File: src/hw/rtl/gtlp_pkg.sv
package gtlp_pkg;

  // Byte codes that steer the line parser.
  localparam logic [7:0] CH_LF     = 8'h0A;
  localparam logic [7:0] CH_CR     = 8'h0D;
  localparam logic [7:0] CH_SPACE  = 8'h20;
  localparam logic [7:0] CH_TAB    = 8'h09;
  localparam logic [7:0] CH_FF     = 8'h0C;
  localparam logic [7:0] CH_VT     = 8'h0B;
  localparam logic [7:0] CH_HASH   = 8'h23;
  localparam logic [7:0] CH_LOWER_I = 8'h69;
  localparam logic [7:0] CH_LOWER_R = 8'h72;
  localparam logic [7:0] CH_LOWER_S = 8'h73;
  localparam logic [7:0] ZERO_CHAR = 8'h30;

  // Chromosome names that map to fixed codes.
  localparam logic [15:0] CHROM_X  = 16'h0058;
  localparam logic [15:0] CHROM_Y  = 16'h0059;
  localparam logic [15:0] CHROM_MT = 16'h4D54;
  localparam logic [31:0] CHROM_X_CODE  = 32'd23;
  localparam logic [31:0] CHROM_Y_CODE  = 32'd24;
  localparam logic [31:0] CHROM_MT_CODE = 32'd0;

  // Variant id forms.
  localparam logic [31:0] ID_NONE     = 32'hFFFF_FFFF;
  localparam logic [31:0] ID_I_FLAG   = 32'h8000_0000;
  localparam logic [15:0] ALLELE_IDLE = 16'h2020;

  // Prefix kinds of the id word.
  localparam logic [1:0] PFX_NONE = 2'd0;
  localparam logic [1:0] PFX_I    = 2'd1;
  localparam logic [1:0] PFX_R    = 2'd2;
  localparam logic [1:0] PFX_RS   = 2'd3;

  // Word numbers on a line, counted from one.
  localparam logic [2:0] WORD_ID     = 3'd1;
  localparam logic [2:0] WORD_CHROM  = 3'd2;
  localparam logic [2:0] WORD_POS    = 3'd3;
  localparam logic [2:0] WORD_ALLELE = 3'd4;
  localparam logic [2:0] WORD_MAX    = 3'd7;

  localparam int NUM_CALLS = 27;

  // Two-character genotype calls; a call's place in this list is its code.
  localparam logic [15:0] CALL_PAIRS [NUM_CALLS] = '{
    "--", "D ", "I ", "DD", "DI", "ID", "II", "A ", "C ", "G ",
    "T ", "AA", "AC", "AG", "AT", "CA", "CC", "CG", "CT", "GA",
    "GC", "GG", "GT", "TA", "TC", "TG", "TT"
  };

  typedef struct packed {
    logic [31:0]        variant_id;
    logic signed [31:0] chrom_code;
    logic signed [31:0] base_position;
    logic [4:0]         allele_code;
  } record_t;

  // One decimal step: acc * 10 plus the sign-extended byte minus '0'.
  function automatic logic [31:0] accum_digit(input logic [31:0] acc, input logic [7:0] c);
    logic [31:0] times_ten;
    times_ten = {acc[28:0], 3'b000} + {acc[30:0], 1'b0};
    return times_ten + {{24{c[7]}}, c} - {24'd0, ZERO_CHAR};
  endfunction

  // Code of a two-character call, zero when it is not in the list.
  function automatic logic [4:0] call_code(input logic [15:0] pair);
    logic [4:0] code;
    code = 5'd0;
    for (int i = 0; i < NUM_CALLS; i++) begin
      if (pair == CALL_PAIRS[i]) begin
        code = 5'(i);
      end
    end
    return code;
  endfunction

endpackage

File: src/hw/rtl/gtlp_byte_if.sv
interface gtlp_byte_if;
  logic       valid;
  logic       ready;
  logic [7:0] in_byte;
  logic       end_of_input;

  modport source (output valid, output in_byte, output end_of_input, input ready);
  modport sink (input valid, input in_byte, input end_of_input, output ready);
endinterface

File: src/hw/rtl/gtlp_rec_if.sv
interface gtlp_rec_if;
  logic               valid;
  logic               ready;
  logic [31:0]        variant_id;
  logic signed [31:0] chrom_code;
  logic signed [31:0] base_position;
  logic [4:0]         allele_code;

  modport source (output valid, output variant_id, output chrom_code,
                  output base_position, output allele_code, input ready);
  modport sink (input valid, input variant_id, input chrom_code,
                input base_position, input allele_code, output ready);
endinterface

File: src/hw/rtl/gtlp_line_state.sv
module gtlp_line_state (
  input  logic             clk,
  input  logic             rst,
  input  logic             step,
  input  logic [7:0]       cur_byte,
  input  logic             last,
  output logic             rec_valid,
  output gtlp_pkg::record_t rec
);
  import gtlp_pkg::*;

  logic [2:0]  word_index,        word_index_next;
  logic        inside_word,       inside_word_next;
  logic        inside_comment,    inside_comment_next;
  logic [1:0]  char_in_word,      char_in_word_next;
  logic [1:0]  id_prefix_kind,    id_prefix_kind_next;
  logic [31:0] id_accum,          id_accum_next;
  logic [31:0] chrom_accum,       chrom_accum_next;
  logic [15:0] chrom_first_chars, chrom_first_chars_next;
  logic [1:0]  chrom_length,      chrom_length_next;
  logic [31:0] pos_accum,         pos_accum_next;
  logic [15:0] allele_chars,      allele_chars_next;
  logic [1:0]  allele_length,     allele_length_next;

  logic       is_eol;
  logic       is_space;
  logic       line_close;
  logic [2:0] word_eff;
  logic [1:0] k;

  assign is_eol     = (cur_byte == CH_CR) || (cur_byte == CH_LF);
  assign is_space   = (cur_byte == CH_SPACE) || (cur_byte == CH_TAB) ||
                      (cur_byte == CH_FF) || (cur_byte == CH_VT);
  assign line_close = is_eol || last;

  // Word number and byte position that a word byte would get.
  assign word_eff = inside_word ? word_index :
                    ((word_index < WORD_MAX) ? word_index + 3'd1 : word_index);
  assign k        = inside_word ? char_in_word : 2'd0;

  // Per-byte update of the line state, before any end of line.
  always_comb begin
    word_index_next        = word_index;
    inside_word_next       = inside_word;
    inside_comment_next    = inside_comment;
    char_in_word_next      = char_in_word;
    id_prefix_kind_next    = id_prefix_kind;
    id_accum_next          = id_accum;
    chrom_accum_next       = chrom_accum;
    chrom_first_chars_next = chrom_first_chars;
    chrom_length_next      = chrom_length;
    pos_accum_next         = pos_accum;
    allele_chars_next      = allele_chars;
    allele_length_next     = allele_length;

    if (!is_eol && !inside_comment) begin
      if (cur_byte == CH_HASH) begin
        inside_comment_next = 1'b1;
        inside_word_next    = 1'b0;
      end else if (is_space) begin
        inside_word_next = 1'b0;
      end else begin
        inside_word_next  = 1'b1;
        word_index_next   = word_eff;
        char_in_word_next = (k < 2'd3) ? k + 2'd1 : k;
        case (word_eff)
          WORD_ID: begin
            if (k == 2'd0) begin
              if (cur_byte == CH_LOWER_I) begin
                id_prefix_kind_next = PFX_I;
              end else if (cur_byte == CH_LOWER_R) begin
                id_prefix_kind_next = PFX_R;
              end else begin
                id_prefix_kind_next = PFX_NONE;
              end
            end else if (k == 2'd1 && id_prefix_kind == PFX_R) begin
              id_prefix_kind_next = (cur_byte == CH_LOWER_S) ? PFX_RS : PFX_NONE;
            end else if (id_prefix_kind == PFX_I || id_prefix_kind == PFX_RS) begin
              id_accum_next = accum_digit(id_accum, cur_byte);
            end
          end
          WORD_CHROM: begin
            chrom_accum_next = accum_digit(chrom_accum, cur_byte);
            if (chrom_length < 2'd2) begin
              chrom_first_chars_next = {chrom_first_chars[7:0], cur_byte};
            end
            if (chrom_length < 2'd3) begin
              chrom_length_next = chrom_length + 2'd1;
            end
          end
          WORD_POS: begin
            pos_accum_next = accum_digit(pos_accum, cur_byte);
          end
          WORD_ALLELE: begin
            if (allele_length == 2'd0) begin
              allele_chars_next = {cur_byte, CH_SPACE};
            end else if (allele_length == 2'd1) begin
              allele_chars_next = {allele_chars[15:8], cur_byte};
            end
            if (allele_length < 2'd3) begin
              allele_length_next = allele_length + 2'd1;
            end
          end
          default: begin
          end
        endcase
      end
    end
  end

  // Record fields from the updated state of a closing line.
  always_comb begin
    case (id_prefix_kind_next)
      PFX_I:   rec.variant_id = ID_I_FLAG | id_accum_next;
      PFX_RS:  rec.variant_id = id_accum_next;
      default: rec.variant_id = ID_NONE;
    endcase
    if (chrom_length_next == 2'd1 && chrom_first_chars_next == CHROM_X) begin
      rec.chrom_code = CHROM_X_CODE;
    end else if (chrom_length_next == 2'd1 && chrom_first_chars_next == CHROM_Y) begin
      rec.chrom_code = CHROM_Y_CODE;
    end else if (chrom_length_next == 2'd2 && chrom_first_chars_next == CHROM_MT) begin
      rec.chrom_code = CHROM_MT_CODE;
    end else begin
      rec.chrom_code = chrom_accum_next;
    end
    rec.base_position = pos_accum_next;
    rec.allele_code   = (allele_length_next > 2'd2) ? 5'd0 : call_code(allele_chars_next);
  end

  assign rec_valid = step && line_close && (word_index_next >= WORD_ALLELE) &&
                     (rec.variant_id != 32'd0);

  // State registers; an ending line returns everything to its idle value.
  always_ff @(posedge clk) begin
    if (rst || (step && line_close)) begin
      word_index        <= 3'd0;
      inside_word       <= 1'b0;
      inside_comment    <= 1'b0;
      char_in_word      <= 2'd0;
      id_prefix_kind    <= PFX_NONE;
      id_accum          <= 32'd0;
      chrom_accum       <= 32'd0;
      chrom_first_chars <= 16'd0;
      chrom_length      <= 2'd0;
      pos_accum         <= 32'd0;
      allele_chars      <= ALLELE_IDLE;
      allele_length     <= 2'd0;
    end else if (step) begin
      word_index        <= word_index_next;
      inside_word       <= inside_word_next;
      inside_comment    <= inside_comment_next;
      char_in_word      <= char_in_word_next;
      id_prefix_kind    <= id_prefix_kind_next;
      id_accum          <= id_accum_next;
      chrom_accum       <= chrom_accum_next;
      chrom_first_chars <= chrom_first_chars_next;
      chrom_length      <= chrom_length_next;
      pos_accum         <= pos_accum_next;
      allele_chars      <= allele_chars_next;
      allele_length     <= allele_length_next;
    end
  end

endmodule

File: src/hw/rtl/gtlp_out_reg.sv
module gtlp_out_reg (
  input  logic              clk,
  input  logic              rst,
  input  logic              load,
  input  gtlp_pkg::record_t rec,
  output logic              space,
  gtlp_rec_if.source        records
);
  import gtlp_pkg::*;

  logic    full;
  record_t held;

  // The register can take a record when empty or when its record leaves now.
  assign space = !full || records.ready;

  always_ff @(posedge clk) begin
    if (rst) begin
      full <= 1'b0;
    end else if (space) begin
      full <= load;
    end
  end

  always_ff @(posedge clk) begin
    if (space && load) begin
      held <= rec;
    end
  end

  assign records.valid         = full;
  assign records.variant_id    = held.variant_id;
  assign records.chrom_code    = held.chrom_code;
  assign records.base_position = held.base_position;
  assign records.allele_code   = held.allele_code;

endmodule

File: src/hw/rtl/genotype_text_line_parser.sv
// A line's closing byte is held in the input stage, its record then in the output register.
// One byte per cycle is taken while the record output does not stall.
// A stalled record output holds the byte stage, which then holds the input.
// Reset (rst, synchronous, active high) empties both stages and returns the line
// state to its idle value; no clearing pass is needed.
module genotype_text_line_parser (
  input  logic        clk,
  input  logic        rst,
  gtlp_byte_if.sink   bytes,
  gtlp_rec_if.source  records
);
  import gtlp_pkg::*;

  logic       in_full;
  logic [7:0] in_byte_q;
  logic       in_last_q;
  logic       space;
  logic       step;
  logic       rec_valid;
  record_t    rec;

  assign step        = in_full && space;
  assign bytes.ready = !in_full || space;

  // Input stage register.
  always_ff @(posedge clk) begin
    if (rst) begin
      in_full <= 1'b0;
    end else if (bytes.ready) begin
      in_full <= bytes.valid;
    end
  end

  always_ff @(posedge clk) begin
    if (bytes.valid && bytes.ready) begin
      in_byte_q <= bytes.in_byte;
      in_last_q <= bytes.end_of_input;
    end
  end

  gtlp_line_state u_line_state (
    .clk       (clk),
    .rst       (rst),
    .step      (step),
    .cur_byte  (in_byte_q),
    .last      (in_last_q),
    .rec_valid (rec_valid),
    .rec       (rec)
  );

  gtlp_out_reg u_out_reg (
    .clk     (clk),
    .rst     (rst),
    .load    (rec_valid),
    .rec     (rec),
    .space   (space),
    .records (records)
  );

  // An empty output register never holds back the input.
  a_ready_when_empty: assert property (@(posedge clk) disable iff (rst)
    !records.valid |-> bytes.ready)
    else $error("input stalled with an empty output register");

  // Records are only emitted for a nonzero id.
  a_id_nonzero: assert property (@(posedge clk) disable iff (rst)
    records.valid |-> (records.variant_id != 32'd0))
    else $error("record with a zero id");

  // Allele codes stay within the call list.
  a_allele_range: assert property (@(posedge clk) disable iff (rst)
    records.valid |-> (records.allele_code < 5'(NUM_CALLS)))
    else $error("allele code out of range");

  // A new record needs a byte in the input stage in the cycle before.
  a_record_source: assert property (@(posedge clk) disable iff (rst)
    (records.valid && !$past(records.valid)) |-> $past(in_full))
    else $error("record without a byte behind it");

endmodule

File: src/flat_wrapper.sv
// flat-port wrapper written by rule: the top's interface ports become plain ports
module genotype_text_line_parser_flat import gtlp_pkg::*;
  (clk, rst, bytes_valid, bytes_in_byte, bytes_end_of_input, bytes_ready, records_valid, records_variant_id, records_chrom_code, records_base_position, records_allele_code, records_ready);
  gtlp_byte_if bytes_i ();
  gtlp_rec_if records_i ();
  input  logic clk;
  input  logic rst;
  input wire logic [$bits(bytes_i.valid)-1:0] bytes_valid;
  input wire logic [$bits(bytes_i.in_byte)-1:0] bytes_in_byte;
  input wire logic [$bits(bytes_i.end_of_input)-1:0] bytes_end_of_input;
  output wire logic [$bits(bytes_i.ready)-1:0] bytes_ready;
  output wire logic [$bits(records_i.valid)-1:0] records_valid;
  output wire logic [$bits(records_i.variant_id)-1:0] records_variant_id;
  output wire logic [$bits(records_i.chrom_code)-1:0] records_chrom_code;
  output wire logic [$bits(records_i.base_position)-1:0] records_base_position;
  output wire logic [$bits(records_i.allele_code)-1:0] records_allele_code;
  input wire logic [$bits(records_i.ready)-1:0] records_ready;
  assign bytes_i.valid = bytes_valid;
  assign bytes_i.in_byte = bytes_in_byte;
  assign bytes_i.end_of_input = bytes_end_of_input;
  assign bytes_ready = bytes_i.ready;
  assign records_valid = records_i.valid;
  assign records_variant_id = records_i.variant_id;
  assign records_chrom_code = records_i.chrom_code;
  assign records_base_position = records_i.base_position;
  assign records_allele_code = records_i.allele_code;
  assign records_i.ready = records_ready;
  genotype_text_line_parser u_core (.clk(clk), .rst(rst), .bytes(bytes_i), .records(records_i));
endmodule
File: config.mk
export PLATFORM = sky130hd
export DESIGN_NAME = genotype_text_line_parser_flat
export DESIGN_NICKNAME = d
export VERILOG_FILES = /design/src/hw/rtl/gtlp_pkg.sv /design/src/hw/rtl/gtlp_byte_if.sv /design/src/hw/rtl/gtlp_rec_if.sv /design/src/hw/rtl/gtlp_line_state.sv /design/src/hw/rtl/gtlp_out_reg.sv /design/src/hw/rtl/genotype_text_line_parser.sv /design/src/flat_wrapper.sv
export SDC_FILE = /design/constraint.sdc
export NUM_CORES = 1
export LEC_CHECK = 0
export BUFFER_PORTS_ARGS = -buffer_cell sky130_fd_sc_hd__buf_2
export CAP_MARGIN = 20
export CORE_MARGIN = 4
export CORE_UTILIZATION = 57
export DETAILED_ROUTE_END_ITERATION = 6
export HOLD_SLACK_MARGIN = 0.03
export PLACE_DENSITY_LB_ADDON = 0.3
export RECOVER_POWER = 25
export SETUP_SLACK_MARGIN = 0.02
export SYNTH_ARGS = -nofsm -noshare
export SYNTH_HDL_FRONTEND = slang
export SYNTH_SLANG_ARGS = --single-unit
File: constraint.sdc
create_clock -name clk -period 12 [get_ports clk]
set_clock_uncertainty 0.2 [all_clocks]
set_input_delay 0.6 -clock clk [delete_from_list [all_inputs] [get_ports clk]]
set_output_delay 0.6 -clock clk [all_outputs]
set_load 0.02 [all_outputs]
==> results.md, run 1 <==
- Clock Latency Late Sink: 0.55 ns
- Post-synth ARST share: 0%
- Combined area of all synthesized cells: 19000 um^2
- Total Nets Final: 2517
- EDFF count, synth: 110
- Hold Path Class: primary input to register
- Clock buffer depth: 3
- Slew margin rel.: 25.6%
- Hold buffer count at cts: 8
- Root buffer cell: clkbuf_16
- # rows: 66
- Largest net degree at the start of global routing: 88
- Share of layout cells above drive strength 1: 6.55%
- Die W: 190 um
- Core region area: 32700 um^2
- Hold Fails Final Rpt: 0
- Via density: 5.81
- Min Tclk post-route: 6.98 ns
- Critical Path RT: 11.98 ns
- Period utilisation layout: 58.1%
- Layout Area Growth over Synthesis: 10.4%
- Initial antenna violation count: 1
- Cell repeated most along the worst path: ha_1
- Worst setup EP type: register
- Clock Sink Count: 253
- Crit path cell chain: ha_1, ha_1, ha_1, fa_1, a211oi_1, o21ai_0, a221oi_1, o31ai_1, a21oi_1, mux2i_1, o2111ai_1, or4_1, nor3_2, a21boi_4, buf_4, buf_4
- Final setup viols: 0
- Failing checks: design-rule violations
- Wirelength per Cell: 17.3 um
- Final Core Density: 64.1%
- F_max: 143 MHz
- Initial core utilization: 58.0%
- GRT Total Usage: 25.6%
- Die area: between 30000 and 40000 um^2
- HPWL after DPL: roughly 34000 um
- Syn avg cell area: 8.83 um^2
- Least-Margin Pin Slew: ~1.1 ns
- Residual DRC count: 2
- H-tree Lvls: 1
- Distinct cells, synth: 97
- Total routed wirelength: 46900 um
- Largest stage delay, worst path: 0.82 ns
- Iter 0 DRT Violations: 1205
- Synth Warn #: 0
- Clock slew at reported path FFs: 0.06 ns
- Ports: 116
- Syn Nets: 2427
- Die height: 190 um
- Final slew viol count: 0
- Post-CTS setup buffer count: 0
- Max_cap viols: 0
- Vias in the first global route: 15600
- Crit-path slowest cell: a221oi_1
- Sequential area share after synthesis: 32.5%
- Highest fanout seen on the critical path: 53
- Unrepaired setup endpoints after global routing: no
- Status: finished, violations left
- DRT antenna net count: 0
- Syn Inst Count: 2149
- PortBufs: 115
- Setup TNS: 0 ns
- Worst hold margin: 0.0826 ns
- CP Class: register to register
- Via count: 15717
- Critical path startpoint category: register
- Post-CTS Resized: 0
- Pwr dens: 137 nW/um^2
- Leak: 8.27 nW
- Critical path data arrival time: 6.96 ns
- Num CTS Buffers: 28
- TritonCTS clock tree: built
- Number of synthesized register bits: ~250
- First-pass iteration count of the detailed router: 7
- GRT Residual Overflow: 0
- First-pass GRT wire length: 77300 um
- Placer Congestion: between 0.9 and 1
- Main synth FF type: dfxtp_1
- Peak supply drop: 98.8 uV
==> cell families (layout without fill, tap and decap cells) <==
logic type | after synthesis | in the layout | synth area share (%)
AO/OA/AOI/OAI | 478 | 478 | 16.0
XOR/XNOR | 78 | 78 | 3.60
adder cells (fa/ha/maj) | 265 | 265 | 20.9
buffers and inverters | 352 | 464 | 7.25
flip-flops | 253 | 253 | 32.5
multiplexers | 59 | 59 | 3.24
other | 0 | 1 | 0
AND/OR/NAND/NOR | 664 | 664 | 16.5
==> cells in the mapped netlist (all sizes together), types with 18 or more instances <==
library cell | n | share of area [%]
dfxtp | 143 | 15
nor3 | 36 | 1.1
nor2 | 182 | 3.6
o21ai | 81 | 2.2
xnor2 | 59 | 2.7
nor4 | 18 | 0.59
inv | 270 | 5.3
xor2 | 19 | 0.88
nand2 | 257 | 5.1
a21oi | 171 | 4.5
nand3 | 47 | 1.2
clkbuf | 58 | 1.1
buf | 24 | 0.76
a31oi | 24 | 0.79
a21o | 25 | 0.99
a211oi | 58 | 2.3
edfxtp | 110 | 17
ha | 178 | 12
mux2i | 40 | 2.1
fa | 87 | 9.2
mux2 | 19 | 1.1
==> metal layers <==
metal	vias to the layer above	part of all wire, %	GRT usage (%)
met1	7517	44	33.7
li1	7620	-	-
met4	0	3.3	8.78
met3	112	4.6	2.53
met2	468	48	44.4
met5	-	0	0
==> flip-flops by register name (all words and copies together) (netlist names), named ones only <==
| register | count |
|---|---|
| u_core.in_full | 1 |
| u_core.u_out_reg.records.base_position | 32 |
| u_core.in_last_q | 1 |
| u_core.u_line_state.inside_comment | 1 |
| u_core.u_line_state.word_index | 1 |
| u_core.u_line_state.chrom_accum | 32 |
| u_core.in_byte_q | 8 |
| u_core.u_line_state.chrom_first_chars | 16 |
| u_core.u_line_state.char_in_word | 2 |
| u_core.u_line_state.allele_chars | 16 |
| u_core.u_out_reg.records.variant_id | 32 |
| u_core.u_line_state.id_accum | 32 |
| u_core.u_out_reg.records.chrom_code | 32 |
| u_core.u_line_state.chrom_length | 2 |
| u_core.u_line_state.id_prefix_kind | 2 |
| u_core.u_out_reg.records.valid | 1 |
| u_core.u_out_reg.records.allele_code | 5 |
| u_core.u_line_state.inside_word | 1 |
| u_core.u_line_state.pos_accum | 32 |
| u_core.u_line_state.allele_length | 2 |
==> worst paths after layout <==
check,from,depth (start not counted),to,slack [ns]
worst min-delay path,bytes_valid,3,u_core.in_full,0.08
worst max-delay path,u_core.in_byte_q[2],16,u_core.u_out_reg.records.base_position[23],5.02
worst min register to register,u_core.u_line_state.id_accum[31],2,u_core.u_line_state.id_accum[31],0.25
worst max register to register,u_core.in_byte_q[2],16,u_core.u_out_reg.records.base_position[23],5.02
==> area by class of cell <==
| class | count | area, um^2 |
|---|---|---|
| fillers | 2732 | 11700 |
| repair buffers | 142 | 694 |
| clock inverters | 17 | 226 |
| clock buffers | 35 | 821 |
| multi-input cells | 1544 | 11500 |
| flip-flops and latches | 253 | 6170 |
| diodes | 1 | 2.50 |
| well taps | 442 | 553 |
| inverters | 270 | 1010 |
==> worst max-delay path, delay by kind of cell (launching register included) <==
kind | cells | cell delay (ns)
compound gates | 7 | 2.61
mux | 1 | 0.13
simple gates | 2 | 0.28
buf+inv | 2 | 1.20
flops | 1 | 0.81
fa+ha+maj | 4 | 1.27
==> per-stage QoR <==
step | instances | setup slack (ns) | instance area [um^2] | power (mW)
finish | 2704 | 5.02 | 21000 | 2.88
detailed placement | 2642 | 5.05 | 19900 | 1.91
global placement | 2642 | 5.22 | 19900 | 1.88
global route | 2704 | 4.49 | 21000 | 3.04
CTS | 2702 | 5.02 | 21100 | 2.88
floorplan | 2149 | 0.0701 | 19000 | 1.70
==> cell usage in the layout, fill, tap and decap left out, types with 8 or more instances in the layout <==
master	count
nand2b_1	15
a211oi_1	58
nand3_1	47
dfxtp_1	143
and3_1	12
a21oi_1	168
or2_2	9
inv_1	269
o31ai_1	15
clkbuf_1	100
nand4_1	10
nor2_1	180
dlygate4sd3_1	8
clkbuf_16	31
fa_1	87
edfxtp_1	110
or3_1	11
a31oi_1	24
o21ai_0	74
buf_2	16
a21o_1	25
ha_1	178
xnor2_1	59
o21bai_1	12
o21a_1	15
xor2_1	19
o211ai_1	15
buf_4	18
mux2_2	19
nor4_1	17
nor3_1	33
nand2_1	254
nor2b_1	9
mux2i_1	40
==> power by group <==
group	switching (mW)	internal [mW]	total, mW
registers	0.0188	0.921	0.940
clock network	0.365	0.593	0.958
logic	0.581	0.398	0.979
total	0.965	1.91	2.88
Note: power is estimated with default switching activity, not from simulation.
==> inputs of run 2 (changes only) <==
==> constraint.sdc (replaced) <==
create_clock -name clk -period 6 [get_ports clk]
set_clock_uncertainty 0.2 [all_clocks]
set_input_delay 0.3 -clock clk [delete_from_list [all_inputs] [get_ports clk]]
set_output_delay 0.3 -clock clk [all_outputs]
set_load 0.02 [all_outputs]
==> run 2 against run 1 <==
Non-clock buffer count up 17. Total power increased by 99%. Via count is 0.63% higher. Worst setup slack got worse by 4.6 ns. Hold slack improved by 0.17 ns. The run now ends clean. First-iteration DRC count fell by 9.0%. Combinational power grew 120%. Final cell count grew 0.59%. Highest routed layer is now met5. Wire length rose by 0.38%. Register-to-register slack worse by 4.6 ns. Critical path depth is 1 lower. Sequential cell count is the same.
==> results.md, run 2 (synthesis gave the netlist of run 1 again) <==
- Total Nets Final: 2534 (+0.68%)
- Critical Path RT: 6.25 ns (-5.73 ns)
- Residual DRC count: 0 (-2)
- Unrepaired setup endpoints after global routing: no
- Num CTS Buffers: 28 (unchanged)
- Hold Fails Final Rpt: 0 (unchanged)
- H-tree Lvls: 1 (unchanged)
- # diodes: 0 (-1)
- Peak supply drop: 249 uV (+150%)
- Clock Sink Count: 253 (unchanged)
- First-pass GRT wire length: 78300 um (+1.2%)
- Final setup viols: 0 (unchanged)
- Crit-path slowest cell: dlygate4sd3_1
- Least-Margin Pin Slew: 0.891 ns (-0.221 ns)
- Die height: 190 um (unchanged)
- Met1 wire length: 20100 um (-2.0%)
- Routed wl met2: 23100 um (+1.7%)
- GRT Residual Overflow: 0 (unchanged)
- PortBufs: 115 (unchanged)
- Highest Signal Layer: met5
- Hold buffer count at cts: 13 (+5)
- Max_cap viols: 0 (unchanged)
- Worst hold margin: 0.255 ns (+0.172 ns)
- # rows: 66 (unchanged)
- Crit path cell chain: fa_1, ha_1, ha_1, fa_1, a211oi_1, o21ai_2, a221oi_4, o31ai_4, a21oi_2, mux2i_1, o2111ai_1, or4_1, nor3_2, a311oi_1, dlygate4sd3_1
- Via density: 5.81 (about the same)
- Share of layout cells above drive strength 1: 8.78% (+2.2 points)
- Clock Latency Late Sink: 0.56 ns (about the same)
- Leak: 8.34 nW (+0.90%)
- CP Class: register to register
- Final slew viol count: 0 (unchanged)
- Most frequent cells in the layout: inv_1 (269), nand2_1 (254), nor2_1 (179), ha_1 (160), a21oi_1 (157)
- Worst setup EP type: register
- Placer Congestion: 0.924 (-0.36%)
- Initial core utilization: 58.0% (unchanged)
- Dpl cells: 2651 (+0.34%)
- Die area: 36300 um^2 (unchanged)
- Area post-placement: 20400 um^2 (+2.6%)
- Largest net degree at the start of global routing: 87 (-1.1%)
- Via count: 15816 (+0.63%)
- Fin area: 21500 um^2 (+2.4%)
- Critical path data arrival time: 5.83 ns (-1.13 ns)
- Min Tclk post-route: 5.58 ns (-1.39 ns)
- Status: complete, no violations
- Final Non-Filler Cells: 2720 (+0.59%)
- Clock buffer depth: 3 (unchanged)
- Vias in the first global route: 16050 (+2.9%)
- Setup TNS: 0 ns (unchanged)
- Initial antenna violation count: 1 (unchanged)
- DRT antenna net count: 0 (unchanged)
- Core region area: 32700 um^2 (unchanged)
- Slew margin rel.: 40.5% (+15 points)
- TritonCTS clock tree: built
- GRT Total Usage: 26.0% (+0.36 points)
- Layout Area Growth over Synthesis: 13.0%
- Met3 WL: 2320 um (+6.8%)
- Post-CTS setup buffer count: 0 (unchanged)
- Leading cell type in the layout, fill and taps excluded: inv_1
- F_max: 179 MHz (+25%)
- Period utilisation layout: 93.1% (+35 points)
- Fin worst setup slack: 0.417 ns (-4.61 ns)
- Pwr dens: 268 nW/um^2 (+95%)
- Root buffer cell: clkbuf_16
- Total Power: 5.74 mW (+99%)
- First-pass iteration count of the detailed router: 7 (unchanged)
- Total routed wirelength: 47100 um (+0.38%)
- Wirelength per Cell: 17.3 um (-0.21%)
- Critical path startpoint category: register
- Iter 0 DRT Violations: 1097 (-9.0%)
- Ports: 116 (unchanged)
- Post-CTS Resized: 0 (unchanged)
- Die W: 190 um (unchanged)
- Hold Path Class: primary input to register
- Place WS: 0.459 ns (-4.59 ns)
- Highest fanout seen on the critical path: 8 (-85%)
- Clock slew at reported path FFs: 0.07 ns (about the same)
- HPWL after DPL: 34000 um (about the same)
- Final Core Density: 65.6% (+1.5 points)
- Largest stage delay, worst path: 0.59 ns (-0.23 ns)
[run 2: changes by cell type in the layout (fill, tap and decap cells not counted), moves of 6 or more]
cell / previous run / this run
buf_4: 18 / 28
buf_2: 16 / 8
clkbuf_1: 100 / 117
ha_1: 178 / 160
o21ai_1: 4 / 10
o21ai_0: 74 / 63
a21oi_2: 3 / 13
ha_4: 0 / 15
a21oi_1: 168 / 157
a211oi_1: 58 / 52
[run 2: layout make-up]
class	instances	area (um^2)
Clock buffer	46	893
Clock inverter	6	56.3
Fill cell	2700	11300
Inverter	270	1010
Multi-Input combinational cell	1544	11900
Sequential cell	253	6170
Tap cell	442	553
Timing Repair Buffer	159	850
[run 2: final timing paths]
| check | slack (ns) | end | cells past startpoint | startpoint |
|---|---|---|---|---|
| worst max-delay path | 0.42 | u_core.u_out_reg.records.valid | 15 | u_core.u_line_state.id_accum[2] |
| worst min-delay path | 0.25 | u_core.in_byte_q[0] | 2 | bytes_in_byte[0] |
| worst max register to register | 0.42 | u_core.u_out_reg.records.valid | 15 | u_core.u_line_state.id_accum[2] |
| worst min register to register | 0.26 | u_core.u_line_state.pos_accum[5] | 2 | u_core.u_line_state.pos_accum[5] |
[run 2: power breakdown]
part | internal (mW) | switching (mW)
sequential | 1.84 | 0.0273
combinational | 0.905 | 1.23
clock | 1.02 | 0.716
[run 2: worst max-delay path: cells and delay by family, from the launching register on]
kind	cells	cell delay, ns
adders and majority gates	4	1.46
AOI/OAI and AO/OA	7	1.69
and+or+nand+nor	2	0.83
muxes	1	0.27
DFF	1	0.44
buffers and inverters	1	0.59
[run 2: layer usage]
| metal | GRT usage [%] | vias to the layer above |
|---|---|---|
| met5 | 0 | - |
| met4 | 9.31 | 2 |
| met3 | 3.35 | 104 |
| met2 | 45.5 | 434 |
| met1 | 33.1 | 7624 |
| li1 | - | 7652 |
